[src/design/sef_div_cell.sv]
`timescale 1ns / 1ps
// ----------------------------------------------------------------------------
// sef_div_cell
// One restoring division step. The numerator shifts out at the top of nq
// while quotient bits shift in at the bottom, so after NW cells nq holds the
// quotient.
// ----------------------------------------------------------------------------
module sef_div_cell #(
    parameter int DW = 32,
    parameter int NW = 32,
    parameter int SW = 1
) (
    input  logic          aclk,
    input  logic          aresetn,
    input  logic          en,
    input  logic          v_in,
    input  logic [DW-1:0] rem_in,
    input  logic [NW-1:0] nq_in,
    input  logic [DW-1:0] d_in,
    input  logic [SW-1:0] side_in,
    output logic          v_out,
    output logic [DW-1:0] rem_out,
    output logic [NW-1:0] nq_out,
    output logic [DW-1:0] d_out,
    output logic [SW-1:0] side_out
);

    logic [DW:0]   t;
    logic [DW:0]   diff;
    logic          ge;
    logic          v_reg;
    logic [DW-1:0] rem_reg;
    logic [NW-1:0] nq_reg;
    logic [DW-1:0] d_reg;
    logic [SW-1:0] side_reg;

    assign t    = {rem_in, nq_in[NW-1]};
    assign diff = t - {1'b0, d_in};
    assign ge   = t >= {1'b0, d_in};

    always_ff @(posedge aclk) begin
        if (!aresetn) begin
            v_reg <= 1'b0;
        end else if (en) begin
            v_reg <= v_in;
        end
    end

    always_ff @(posedge aclk) begin
        if (en) begin
            rem_reg  <= ge ? diff[DW-1:0] : t[DW-1:0];
            nq_reg   <= {nq_in[NW-2:0], ge};
            d_reg    <= d_in;
            side_reg <= side_in;
        end
    end

    assign v_out    = v_reg;
    assign rem_out  = rem_reg;
    assign nq_out   = nq_reg;
    assign d_out    = d_reg;
    assign side_out = side_reg;

endmodule

[config.mk]
export PLATFORM = sky130hd
export DESIGN_NAME = sef_div_cell
export DESIGN_NICKNAME = d
export VERILOG_FILES = /design/src/design/sef_div_cell.sv
export SDC_FILE = /design/constraint.sdc
export NUM_CORES = 1
export LEC_CHECK = 0
export BUFFER_PORTS_ARGS = -buffer_cell sky130_fd_sc_hd__buf_4
export CORE_MARGIN = 2
export CORE_UTILIZATION = 49
export CTS_CLUSTER_DIAMETER = 80
export DETAILED_ROUTE_END_ITERATION = 6
export PLACE_DENSITY = 0.8
export SLEW_MARGIN = 20
export SYNTH_ARGS = -nofsm -noshare
export SYNTH_HDL_FRONTEND = slang
export SYNTH_SLANG_ARGS = --single-unit
[constraint.sdc]
create_clock -name aclk -period 4 [get_ports aclk]
set_clock_uncertainty 0.05 [all_clocks]
set_input_delay 0.2 -clock aclk [delete_from_list [all_inputs] [get_ports aclk]]
set_output_delay 0.2 -clock aclk [all_outputs]
set_load 0.005 [all_outputs]
After elaboration in Yosys (flattened, before gate mapping) --
Index checks and enable logic that the tools add are counted.
Cells by class: reductions and logical operators 0, equality and inequality tests 0, bitwise operators 0, shifts and indexed selects 0, magnitude comparators 1, divide/modulo/power cells 0, multiply operators 0, add/subtract/negate cells 1, mux-type cells 1
Operators by type and width (number):
- >= comparator 33 x 32 -> 1 bit | 1
- 2-to-1 mux 32 bit | 1
- subtractor 32 bit | 1
Word-level totals: word-level logic and storage cells 8, bits in registers 98, ROM bits 0, memories kept 0, bits in latches 0, memory bits (writable) 0, bits of input ports 101, output and inout port bits 98

Depth between registers and ports, before layout --
depth after elaboration 2, mapped depth 13, gate-level depth less buffers 12

Worst setup path after synthesis --
Ideal clock, no wire load.
kind input to register, from input port d_in[7], to register rem_reg[13] (netlist: rem_out[13]), data pin, setup slack 0.979 ns, cell stages on the path 12, buffers on the path 2, data arrival time 2.709 ns, data required time 3.688 ns, library setup time 0.262 ns, cells stage by stage inv_1 > ha_1 > buf_2 > nand4_1 > or4_1 > a21oi_1 > nor3_1 > a211oi_2 > o21ai_2 > o31ai_4 > buf_4 > mux2_1
Between the ends: longest elaborated chain between the ends 2, elaborated cells on any way between the ends 3, classes of those cells 1 x add/sub; 1 x order compare; 1 x mux
RTL lines:
- from (decl) | RTL line 19 | input logic [DW-1:0] d_in,
- subtractor 32 bit or >= comparator 33 x 32 -> 1 bit (tied branches) | RTL line 38, 39
- 2-to-1 mux 32 bit (*) | RTL line 51 | rem_reg <= ge ? diff[DW-1:0] : t[DW-1:0];
- to (signal assigned) | RTL line 51
- to (decl) | RTL line 32 | logic [DW-1:0] rem_reg;
Every way passes the cells marked *; elsewhere a longest branch is shown, timed or not. A chain may end at the register's enable or synchronous reset.

Worst setup path after layout --
from input port d_in[0], to register rem_reg[30] (netlist: rem_out[30]), data pin
Same word-level chain as after synthesis.

==> impl_metrics.yaml <==
status:
  status: "complete, no violations"
worst_setup_path:
  cp.required_ns: 4.08
  startpoint_type: "primary input"
  crit_path_end_kind: "flop"
  worst_r2r_endpoint: "v_out$_SDFFE_PN0P_"
  arrival_ns: 3.71
  reg2reg_slack_ns: 3.18
  r2r-start: "v_out$_SDFFE_PN0P_"
  cp_max_fo: 4
  path_class: "primary input to flop"
  r2r_cells: 2
power:
  peakVddDrop_mv: 0.198
  p_leak_uw: 0.00333
  power.density_nw_per_um2: 348
synth:
  synth-compound-area-share_pct: 14.2
  synthSimpleGateAreaFrac_pct: 9.14
  yosysWarningCount: 0
  synth_edf_count: 97
  ys_seq_elements: 98
  synth.most_common_cell: "edfxtp_1"
  syn_inst: 445
  synth_mux_area_share_pct: 2.57
  synth_area_per_cell_sq_um: 11.6
  async_reset_ff_share_pct: 0
  synth-seq-area-share_pct: 56.9
  synth.area.top_cells: "edfxtp_1 (56%), ha_1 (7.8%), a21oi_1 (5.4%)"
  synth_nets: 579
  synth_area_sq_um: 5160
  yosysTopAreaCellShare_pct: 56.5
  synth_top_family_by_area: "compound AO/OA/AOI/OAI gates"
  synth_common_cells: "edfxtp_1 (97), a21oi_1 (56), inv_1 (38), nor2_1 (35), ha_1 (32)"
  synth-adder-area-share_pct: 8.15
  synth_flop_cell: "edfxtp_1"
  synthDistinctLibCells: 49
  synth_xor_area_share_pct: 4.58
  synth_area_leader_cell: "edfxtp_1"
cts:
  clk_latency_ns: 0.37
  clock-sinks: 98
  numCtsBuffers: 9
  cts-resized-gates: 0
  cts_tree: "yes"
  h-tree-depth: 3
  cts_root_buf: "clkbuf_8"
  path_clk_slew_ns: 0.10
  clock_path_buffers: 2
final_layout:
  drive_above_1_share_pct: 32.0
  fin_area_sq_um: 7580
  fillers: 710
  antenna-diode-count: 0
  area_growth_pct: 47.0
  nNetsFinal: 838
grt:
  grt_pass1_wl_mm: 22.8
  antenna_found_initial: 0
  grt_overflow_total: 0
  grt-busiest-layer: "met2"
  grt_max_degree: 73
  grtUsageMet2_pct: 46.3
  grt_pass1_vias: 4517
  use_met1_pct: 29.4
  grt_use_met3_pct: 6.32
  grt_usage_pct: 25.8
die:
  row_count: 37
  ios: 199
  die_w_um: 107
  die_area_sq_um: 11400
  design.core.area_sq_um: 10300
  initial_core_util_pct: 50.2
  die_h_um: 107
sta:
  hold_viol_final: 0
  maxSlewViolCount: 0
  period_needed_ns: 3.64
  tightest_slew_ns: 0.936
  rsz0062_at_grt: "false"
  finalWorstSetupSlack_ns: 0.365
  setup_viol: 0
  fmax_mhz: 275
  setup-tns-final_ns: 0
  finalCritPeriodShare_pct: 90.9
  slew_headroom_pct: 37.6
route:
  drc: 0
  wl_mm: 14.8
  drtIter0Drc: 262
  ant_nets: 0
  drt-pass1-iter-count: 5
  vias: 4497
  wl_per_cell_um: 17.5
  vias_per_cell: 5.32
min_path:
  holdPathStages: 2
  hold_class: "primary input to flop"
  whs_endpoint: "rem_out[26]$_DFFE_PP_"
  worstHoldStart: "rem_in[25]"
placement:
  io_buffers: 198
  pre_cts_slack_ns: 0.601
  gp_congestion: 0.868
  dp_hpwl_mm: 9.76
  dpl_cell_area_sq_um: 6750
job:
  max-cap-violations: 0
[state kept, by name, indices dropped and copies added, names as in the netlist]
signal	count
rem_out	32
v_out	1
nq_out	32
side_out	1
d_out	32
[routing by layer]
layer  part of all wire (%)  vias up
met4                    3.1        0
met3                    7.5       35
met2                     50      214
met1                     39     2097
li1                       -     2151
met5                      0        -
[cells by family after synthesis]
group / after synthesis
compound gates: 119
xor+xnor: 27
fa+ha+maj: 33
buf+inv: 56
flops: 98
mux: 12
simple gates: 100
[worst max-delay path: stages]
cell           delay [ns]
dlygate4sd3_1        0.54
buf_4                0.14
ha_1                 0.20
fa_1                 0.42
nand2b_1             0.19
a21oi_1              0.16
o21ai_0              0.22
o311a_1              0.39
a31oi_1              0.32
a21oi_1              0.19
o41ai_1              0.33
xor2_1               0.11
mux2_1               0.30
[what timing repair did]
action / 4_1_cts / 5_1_grt
hold endpoints to repair: 65 / 0
hold buffers: 65 / 0
setup buffers: 0 / 0
[stage by stage]
step	hold WS [ns]	utilization, %	instances	total power [uW]
floorplan	0.249	-	445	1640
global placement	0.328	65.7	764	1960
detailed placement	0.329	65.7	764	1980
CTS	0.0361	73.8	845	2620
global route	0.0746	73.8	845	2750
finish	0.0729	73.8	845	2640
[power breakdown]
part / total, uW / switching, uW / internal, uW / leakage, uW
registers: 1300 / 35.1 / 1260 / 0.000958
logic: 728 / 343 / 385 / 0.00228
clock network: 612 / 375 / 237 / 0.0000932
total: 2640 / 754 / 1880 / 0.00333
[final cells by class]
| cell class | instances | area (sq um) | share of cell area (%) |
|---|---|---|---|
| clock inverter | 7 | 61.3 | 0.808 |
| inverter | 38 | 143 | 1.88 |
| multi-input combinational | 291 | 1990 | 26.3 |
| sequential | 98 | 2930 | 38.7 |
| clock buffer | 9 | 124 | 1.63 |
| tap | 136 | 170 | 2.24 |
| timing repair buffer | 266 | 2160 | 28.5 |
[how the worst max path moves through the flow]
stage	slack (ns)	startpoint	cells after the start	end
after global routing	0.18	d_in[0]	13	rem_out[30]$_DFFE_PP_
after global placement	0.71	nq_in[31]	13	rem_out[30]$_DFFE_PP_
final	0.36	d_in[0]	13	rem_out[30]$_DFFE_PP_
after floorplan	0.98	d_in[7]	12	rem_out[13]$_DFFE_PP_
after detailed placement	0.60	nq_in[31]	13	rem_out[30]$_DFFE_PP_
after CTS	0.44	d_in[0]	13	rem_out[30]$_DFFE_PP_
[layout by cell type (no fill, tap or decap), drive strengths merged, types with 2 or more instances in the layout]
| cell | instances |
|---|---|
| buf | 201 |
| edfxtp | 97 |
| dlygate4sd3 | 65 |
| a21oi | 56 |
| inv | 40 |
| nor2 | 35 |
| ha | 32 |
| nand2 | 26 |
| o21ai | 18 |
| xnor2 | 15 |
| a21o | 12 |
| xor2 | 12 |
| mux2 | 10 |
| clkbuf | 9 |
| nand3 | 8 |
| nand4 | 8 |
| o21a | 6 |
| a31oi | 5 |
| nor2b | 4 |
| o211ai | 4 |
| nor4 | 4 |
| a211oi | 4 |
| clkinv | 4 |
| o21bai | 3 |
| nand2b | 3 |
| o22ai | 2 |
| or4 | 2 |
| nor3 | 2 |
| and2 | 2 |
| and4 | 2 |
| a2bb2oi | 2 |
| mux2i | 2 |
| o31ai | 2 |
No activity file was read; power rests on OpenSTA's default activity.
