[src/design/sef_pkg.sv]
`timescale 1ns / 1ps
// ----------------------------------------------------------------------------
// sef_pkg
// Types, register indexes, widths and helper functions shared by the bar
// force pipeline.
// ----------------------------------------------------------------------------
package sef_pkg;

    typedef struct packed {
        logic signed [31:0] start_x;
        logic signed [31:0] start_y;
        logic signed [31:0] end_x;
        logic signed [31:0] end_y;
        logic [15:0]        member_width;
        logic [31:0]        rest_length;
    } sef_in_t;

    typedef struct packed {
        logic signed [63:0] force_x;
        logic signed [63:0] force_y;
        logic [31:0]        stress_ratio;
        logic [31:0]        current_length;
        logic [1:0]         error_code;
    } sef_out_t;

    localparam int CfgIdxW = 8;
    localparam int CfgDataW = 40;
    localparam logic [CfgIdxW-1:0] RegModulus = 8'd0;
    localparam logic [CfgIdxW-1:0] RegYield   = 8'd1;
    localparam logic [39:0] ModulusReset = 40'd210000000000;
    localparam logic [31:0] YieldReset   = 32'd355000000;

    localparam logic [1:0] ErrNone     = 2'd0;
    localparam logic [1:0] ErrRestZero = 2'd1;
    localparam logic [1:0] ErrLenZero  = 2'd2;

    // Square root: 66-bit radicand, 33-bit root, 34-bit partial remainder.
    localparam int SqW    = 66;
    localparam int LenW   = 33;
    localparam int RemW   = 34;

    typedef struct packed {
        logic [32:0] ax;
        logic [32:0] ay;
        logic        sx;
        logic        sy;
        logic [71:0] ew;
        logic [31:0] r;
    } sq_side_t;

    typedef struct packed {
        logic [32:0] ax;
        logic [32:0] ay;
        logic        sx;
        logic        sy;
        logic        dneg;
        logic [32:0] len;
        logic        rz;
        logic [88:0] sn;
        logic [63:0] sd;
    } fm_side_t;

    typedef struct packed {
        logic [32:0] ax;
        logic [32:0] ay;
        logic        negx;
        logic        negy;
        logic [32:0] len;
        logic        rz;
        logic        ovf;
        logic        snz;
        logic [88:0] fm;
    } st_side_t;

    typedef struct packed {
        logic        negx;
        logic        negy;
        logic [32:0] len;
        logic        rz;
        logic [31:0] stress;
        logic        ovf;
    } xy_side_t;

    // Signed saturation of a force magnitude; ovf flags a quotient of 2^64 or more.
    function automatic logic [63:0] sat_force(logic [63:0] q, logic ovf, logic neg);
        logic [63:0] res;
        if (neg) begin
            if (ovf || q > 64'h8000_0000_0000_0000) res = 64'h8000_0000_0000_0000;
            else res = 64'd0 - q;
        end else begin
            if (ovf || q[63]) res = 64'h7FFF_FFFF_FFFF_FFFF;
            else res = q;
        end
        return res;
    endfunction

endpackage

[src/design/sef_sqrt_cell.sv]
`timescale 1ns / 1ps
// ----------------------------------------------------------------------------
// sef_sqrt_cell
// One digit step of the integer square root: takes two radicand bits and
// decides one root bit, then hands the word on to the next cell.
// ----------------------------------------------------------------------------
module sef_sqrt_cell #(
    parameter int SW = 1
) (
    input  logic                      aclk,
    input  logic                      aresetn,
    input  logic                      en,
    input  logic                      v_in,
    input  logic [sef_pkg::RemW-1:0]  rem_in,
    input  logic [sef_pkg::LenW-1:0]  root_in,
    input  logic [sef_pkg::SqW-1:0]   val_in,
    input  logic [SW-1:0]             side_in,
    output logic                      v_out,
    output logic [sef_pkg::RemW-1:0]  rem_out,
    output logic [sef_pkg::LenW-1:0]  root_out,
    output logic [sef_pkg::SqW-1:0]   val_out,
    output logic [SW-1:0]             side_out
);

    logic [sef_pkg::RemW+1:0] t;
    logic [sef_pkg::RemW+1:0] trial;
    logic [sef_pkg::RemW+1:0] diff;
    logic                     ge;
    logic                     v_reg;
    logic [sef_pkg::RemW-1:0] rem_reg;
    logic [sef_pkg::LenW-1:0] root_reg;
    logic [sef_pkg::SqW-1:0]  val_reg;
    logic [SW-1:0]            side_reg;

    assign t     = {rem_in, val_in[sef_pkg::SqW-1 -: 2]};
    assign trial = {1'b0, root_in, 2'b01};
    assign diff  = t - trial;
    assign ge    = t >= trial;

    always_ff @(posedge aclk) begin
        if (!aresetn) begin
            v_reg <= 1'b0;
        end else if (en) begin
            v_reg <= v_in;
        end
    end

    always_ff @(posedge aclk) begin
        if (en) begin
            rem_reg  <= ge ? diff[sef_pkg::RemW-1:0] : t[sef_pkg::RemW-1:0];
            root_reg <= {root_in[sef_pkg::LenW-2:0], ge};
            val_reg  <= {val_in[sef_pkg::SqW-3:0], 2'b00};
            side_reg <= side_in;
        end
    end

    assign v_out    = v_reg;
    assign rem_out  = rem_reg;
    assign root_out = root_reg;
    assign val_out  = val_reg;
    assign side_out = side_reg;

endmodule

[config.mk]
export PLATFORM = sky130hd
export DESIGN_NAME = sef_sqrt_cell
export DESIGN_NICKNAME = d
export VERILOG_FILES = /design/src/design/sef_pkg.sv /design/src/design/sef_sqrt_cell.sv
export SDC_FILE = /design/constraint.sdc
export NUM_CORES = 1
export LEC_CHECK = 0
export BUFFER_PORTS_ARGS = -buffer_cell sky130_fd_sc_hd__buf_2
export CAP_MARGIN = 20
export CORE_ASPECT_RATIO = 0.75
export CORE_UTILIZATION = 43
export CTS_CLUSTER_SIZE = 25
export DETAILED_ROUTE_END_ITERATION = 10
export HOLD_SLACK_MARGIN = 0.08
export PLACE_DENSITY_LB_ADDON = 0.1
export SLEW_MARGIN = 20
export SYNTH_ARGS = -nofsm -noshare
export SYNTH_HDL_FRONTEND = slang
export SYNTH_SLANG_ARGS = --single-unit
[constraint.sdc]
create_clock -name aclk -period 2.3 [get_ports aclk]
set_input_delay 0 -clock aclk [delete_from_list [all_inputs] [get_ports aclk]]
set_output_delay 0 -clock aclk [all_outputs]
set_load 0.005 [all_outputs]
## Word level (Yosys, flattened, before mapping)

Index checks and enable logic that the tools add are counted.

| word-level totals | value |
|---|---|
| flip-flop bits (word level) | 133 |
| input port bits | 138 |

| operators by class | value |
|---|---|
| $add $sub $neg | 1 |
| magnitude comparators | 1 |
| mux-type cells | 1 |

Operator list:

| operator | number |
|---|---|
| $ge 36x35->1 | 1 |
| $mux 34 | 1 |
| $sub 34x34->34 | 1 |

## Logic depth before layout (Yosys ltp)

| logic depth | value |
|---|---|
| depth in word-level cells | 2 |
| mapped depth | 13 |

## Least setup slack after synthesis

No wires, ideal clock.

| timing path | value |
|---|---|
| path type | input port to flip-flop |
| start | in root_in[11] (netlist bit) |
| end | reg rem_reg, in the netlist rem_out[24] (data pin) |
| arrival time | 2.093 ns |
| required time | 2.040 ns |
| setup slack | -0.053 ns |
| stages on the path | 11 |
| cells stage by stage | inv_1 -> ha_1 -> clkbuf_1 -> a21o_1 -> a31oi_1 -> o221ai_2 -> a21o_1 -> a211oi_4 -> inv_2 -> buf_4 -> mux2_4 |

| between the ends | value |
|---|---|
| word-level cells in the longest chain between the ends | 2 |

RTL lines:

| element | RTL line | text |
|---|---|---|
| start, declared | sef_sqrt_cell.sv:15 | `input logic [sef_pkg::LenW-1:0] root_in,` |
| $ge 36x35->1 | sef_sqrt_cell.sv:38 | `assign ge = t >= trial;` |
| via ge | sef_sqrt_cell.sv:28 | `logic ge;` |
| $mux 34 | sef_sqrt_cell.sv:50 | `rem_reg <= ge ? diff[sef_pkg::RemW-1:0] : t[sef_pkg::RemW-1:0];` |
| end signal, assigned | sef_sqrt_cell.sv:50 |  |
| end, declared | sef_sqrt_cell.sv:30 | `logic [sef_pkg::RemW-1:0] rem_reg;` |

The timed path passes the listed nets, and every way through them passes these cells.
A chain may end at the register's enable or synchronous reset.

## Worst setup path in the final report

| timing path | value |
|---|---|
| start | in root_in[30] (netlist bit) |
| end | reg rem_reg, in the netlist rem_out[7] (data pin) |

| between the ends | value |
|---|---|
| word-level cells in the longest chain between the ends | 2 |

RTL lines:

| element | RTL line |
|---|---|
| $ge 36x35->1 | sef_sqrt_cell.sv:38 |
| $mux 34 | sef_sqrt_cell.sv:50 |

No other way between the ends.

==> results.sh <==
export IMPL_root_buffer="clkbuf_16"
export IMPL_antenna_cells=0
export IMPL_rr_endpoint="v_out"
export IMPL_avgRoutedWirePerCell_um=16.33
export IMPL_ctsLongestPathBuffers=2
export IMPL_fp_dieW_um=142.1
export IMPL_drv_slew=0
export IMPL_antenna_found_initial=0
export IMPL_design_area_um2=10540
export IMPL_fin_ws_ns=0.06910
export IMPL_period_minus_slack_ns=2.231
export IMPL_status="finished, final reports clean"
export IMPL_place_area_um2=8387
export IMPL_drtIter0Drc=471
export IMPL_max_freq_ghz=0.4483
export IMPL_fin_crit_sh_pct=97.00
export IMPL_fin_hold_ws_ns=0.09835
export IMPL_drtPass1Iterations=5
export IMPL_routed_via_density=4.934
export IMPL_crit_fanout=6
export IMPL_multi_input_area_um2=2203
export IMPL_grt_usage_pct=25.05
export IMPL_cp_start_kind="input pin"
export IMPL_insertion_delay_ns=0.42
export IMPL_cts_htree_levels=4
export IMPL_cp_slowest_stage_delay_ns=0.53
export IMPL_finalWirelength_um=19620
export IMPL_met2_usage_pct=42.54
export IMPL_path_class="input pin to flip-flop"
export IMPL_num_io_pins=273
export IMPL_cts_tree="yes"
export IMPL_cp_arrival_ns=2.41
export IMPL_vias=5926
export IMPL_cp_required_ns=2.48
export IMPL_hpwl_um=12820
export IMPL_synth_edf_count=132
export IMPL_reg2regPathDepth=3
export IMPL_min_to="rem_out[1]"
export IMPL_ant_nets=0
export IMPL_drv_cap=0
export IMPL_fp_dieArea_um2=15210
export IMPL_area_delta_synth_final_pct=66.49
export IMPL_cts_clk_slew_worst_paths_ns=0.07
export IMPL_syn_instance_count=511
export IMPL_place_congestion=0.8978
export IMPL_setup_viol=0
export IMPL_holdPathStages=4
export IMPL_holdCritPathClass="input pin to flip-flop"
export IMPL_finalHoldViolations=0
export IMPL_start_util_pct=45.12
export IMPL_utilization_pct=75.11
export IMPL_path_cells="dlygate4sd3_1 > buf_2 > inv_1 > ha_2 > nand3_2 > nor4_4 > nand2_1 > o21ai_1 > buf_4 > a211oi_4 > buf_6 > clkbuf_16 > a21o_1"
export IMPL_leakage_nw=4.719
export IMPL_use_met3_pct=6.833
export IMPL_avgSynthCellArea_um2=12.38
export IMPL_rows=37
export IMPL_nNetsFinal=1166
export IMPL_place_ws_ns=-0.2588
export IMPL_clock_sinks=133
export IMPL_grt_start_max_net_pins=57
export IMPL_cp_end_kind="flip-flop"
export IMPL_max_vdd_ir_drop_uv=514.5
export IMPL_die_h_um=107.1
export IMPL_setup_tns_ns=0
export IMPL_most_common_layout_cells="buf_2 (265), dlygate4sd3_1 (134), edfxtp_1 (132), buf_4 (65), nand2_1 (47)"
export IMPL_numCtsBuffers=17
export IMPL_final_common_cell="buf_2"
export IMPL_nFillCells=979
export IMPL_regToRegStartpoint="v_out"
export IMPL_drc=0
export IMPL_grt_pass1_vias=5815
export IMPL_ys_seq_area_share_pct=62.95
export IMPL_grt_busiest_layer="met2"
export IMPL_grt_pass1_wl_um=28770
export IMPL_skew_ns=0
export IMPL_worstHoldStart="val_in[64]"
export IMPL_synth_warnings=0
export IMPL_met1_usage_pct=30.38
export IMPL_yosys_register_bits=133
export IMPL_numPortBuffers=270
export IMPL_core_um2=14030
export IMPL_synth_async_reset_ratio_pct=0
export IMPL_netlist_cell_type_count=54
export IMPL_regArea_um2=3984
export IMPL_layout_drive_gt1_share_pct=39.36
export IMPL_synthFlopType="edfxtp_1"
export IMPL_r2r_slack_ns=1.14
export IMPL_grt_ovfl_total=0
export IMPL_crit_slowest_cell="dlygate4sd3_1"
export IMPL_syn_cell_area_um2=6329
export IMPL_power_density_nw_per_um2=687.7
## cells by family (layout without fill, tap and decap cells)
family                   Yosys count  after routing  share of synthesized area, %
AND/OR/NAND/NOR                  116            116                         8.679
buffers and inverters             61            555                         3.875
other                              1              2                       0.05926
AO/OA/AOI/OAI                    135            135                         13.11
XOR/XNOR                          26             26                         3.598
flip-flops                       133            133                         62.95
adder cells (fa/ha/maj)           35             35                         6.920
multiplexers                       4              4                        0.8106
## registers in the layout, indices dropped and copies added, names as in the netlist
| name | flops |
|---|---|
| side_out | 1 |
| rem_out | 34 |
| v_out | 1 |
| val_out | 64 |
| root_out | 33 |
## cell usage after synthesis (7+ instances only)
library cell	n	area, um2
o21ai_0	43	215.2
a21o_1	8	60.06
clkbuf_1	8	30.03
nand4_1	11	68.82
xnor2_1	12	105.1
o21bai_1	7	52.55
nand2_1	47	176.4
nor2_1	23	86.33
inv_1	45	168.9
ha_1	35	437.9
a21oi_1	40	200.2
edfxtp_1	132	3964
xor2_1	14	122.6
nand2b_1	9	56.30
nand3_1	7	35.03
## metal layers
| layer | vias to the layer above | wire (um) |
|---|---|---|
| met5 | - | 0 |
| met4 | 0 | 491 |
| met3 | 46 | 1067 |
| met2 | 231 | 9696 |
| met1 | 2779 | 8362 |
| li1 | 2870 | - |
## critical path: cells and delay by family
kind	cells	cell delay (ns)
buffers and inverters	6	1.17
and+or+nand+nor	3	0.49
adders and majority gates	1	0.39
AOI/OAI and AO/OA	3	0.37
## final cells by class
type                       instances  area share, %
sequential                       133          37.81
multi-input combinational        318          20.91
inverter                          46          1.663
clock buffer                      17          4.038
timing repair buffer             477          31.79
clock inverter                    15          1.473
tap                              195          2.316
## power by group
part	internal (mW)	leakage [nW]	switching, mW
sequential	2.96	1.30	0.0624
clock	1.45	0.283	1.20
combinational	0.829	3.14	0.755
total	5.23	4.72	2.02
## metrics by stage
step | power [mW] | cells
floorplan | 3.653 | 512
global placement | 4.337 | 1027
detailed placement | 4.358 | 1027
CTS | 7.167 | 1194
global route | 7.535 | 1201
finish | 7.246 | 1201
## repair_timing
item	CTS	global route
hold buffers	135	1
hold endpoints to repair	166	1
setup endpoints to repair	0	29
gates resized for setup	0	38
buffers inserted	0	6
## how the worst max path moves through the flow
stage	start	endpoint	depth (start not counted)
6_report	root_in[30]	rem_out[7]	13
5_1_grt	root_in[30]	rem_out[18]	14
4_1_cts	rem_in[22]	rem_out[21]	12
3_5_place_dp	root_in[8]	rem_out[27]	11
3_3_place_gp	rem_in[8]	rem_out[25]	10
2_1_floorplan	root_in[1]	rem_out[24]	11
(Power assumes the default switching activity.)
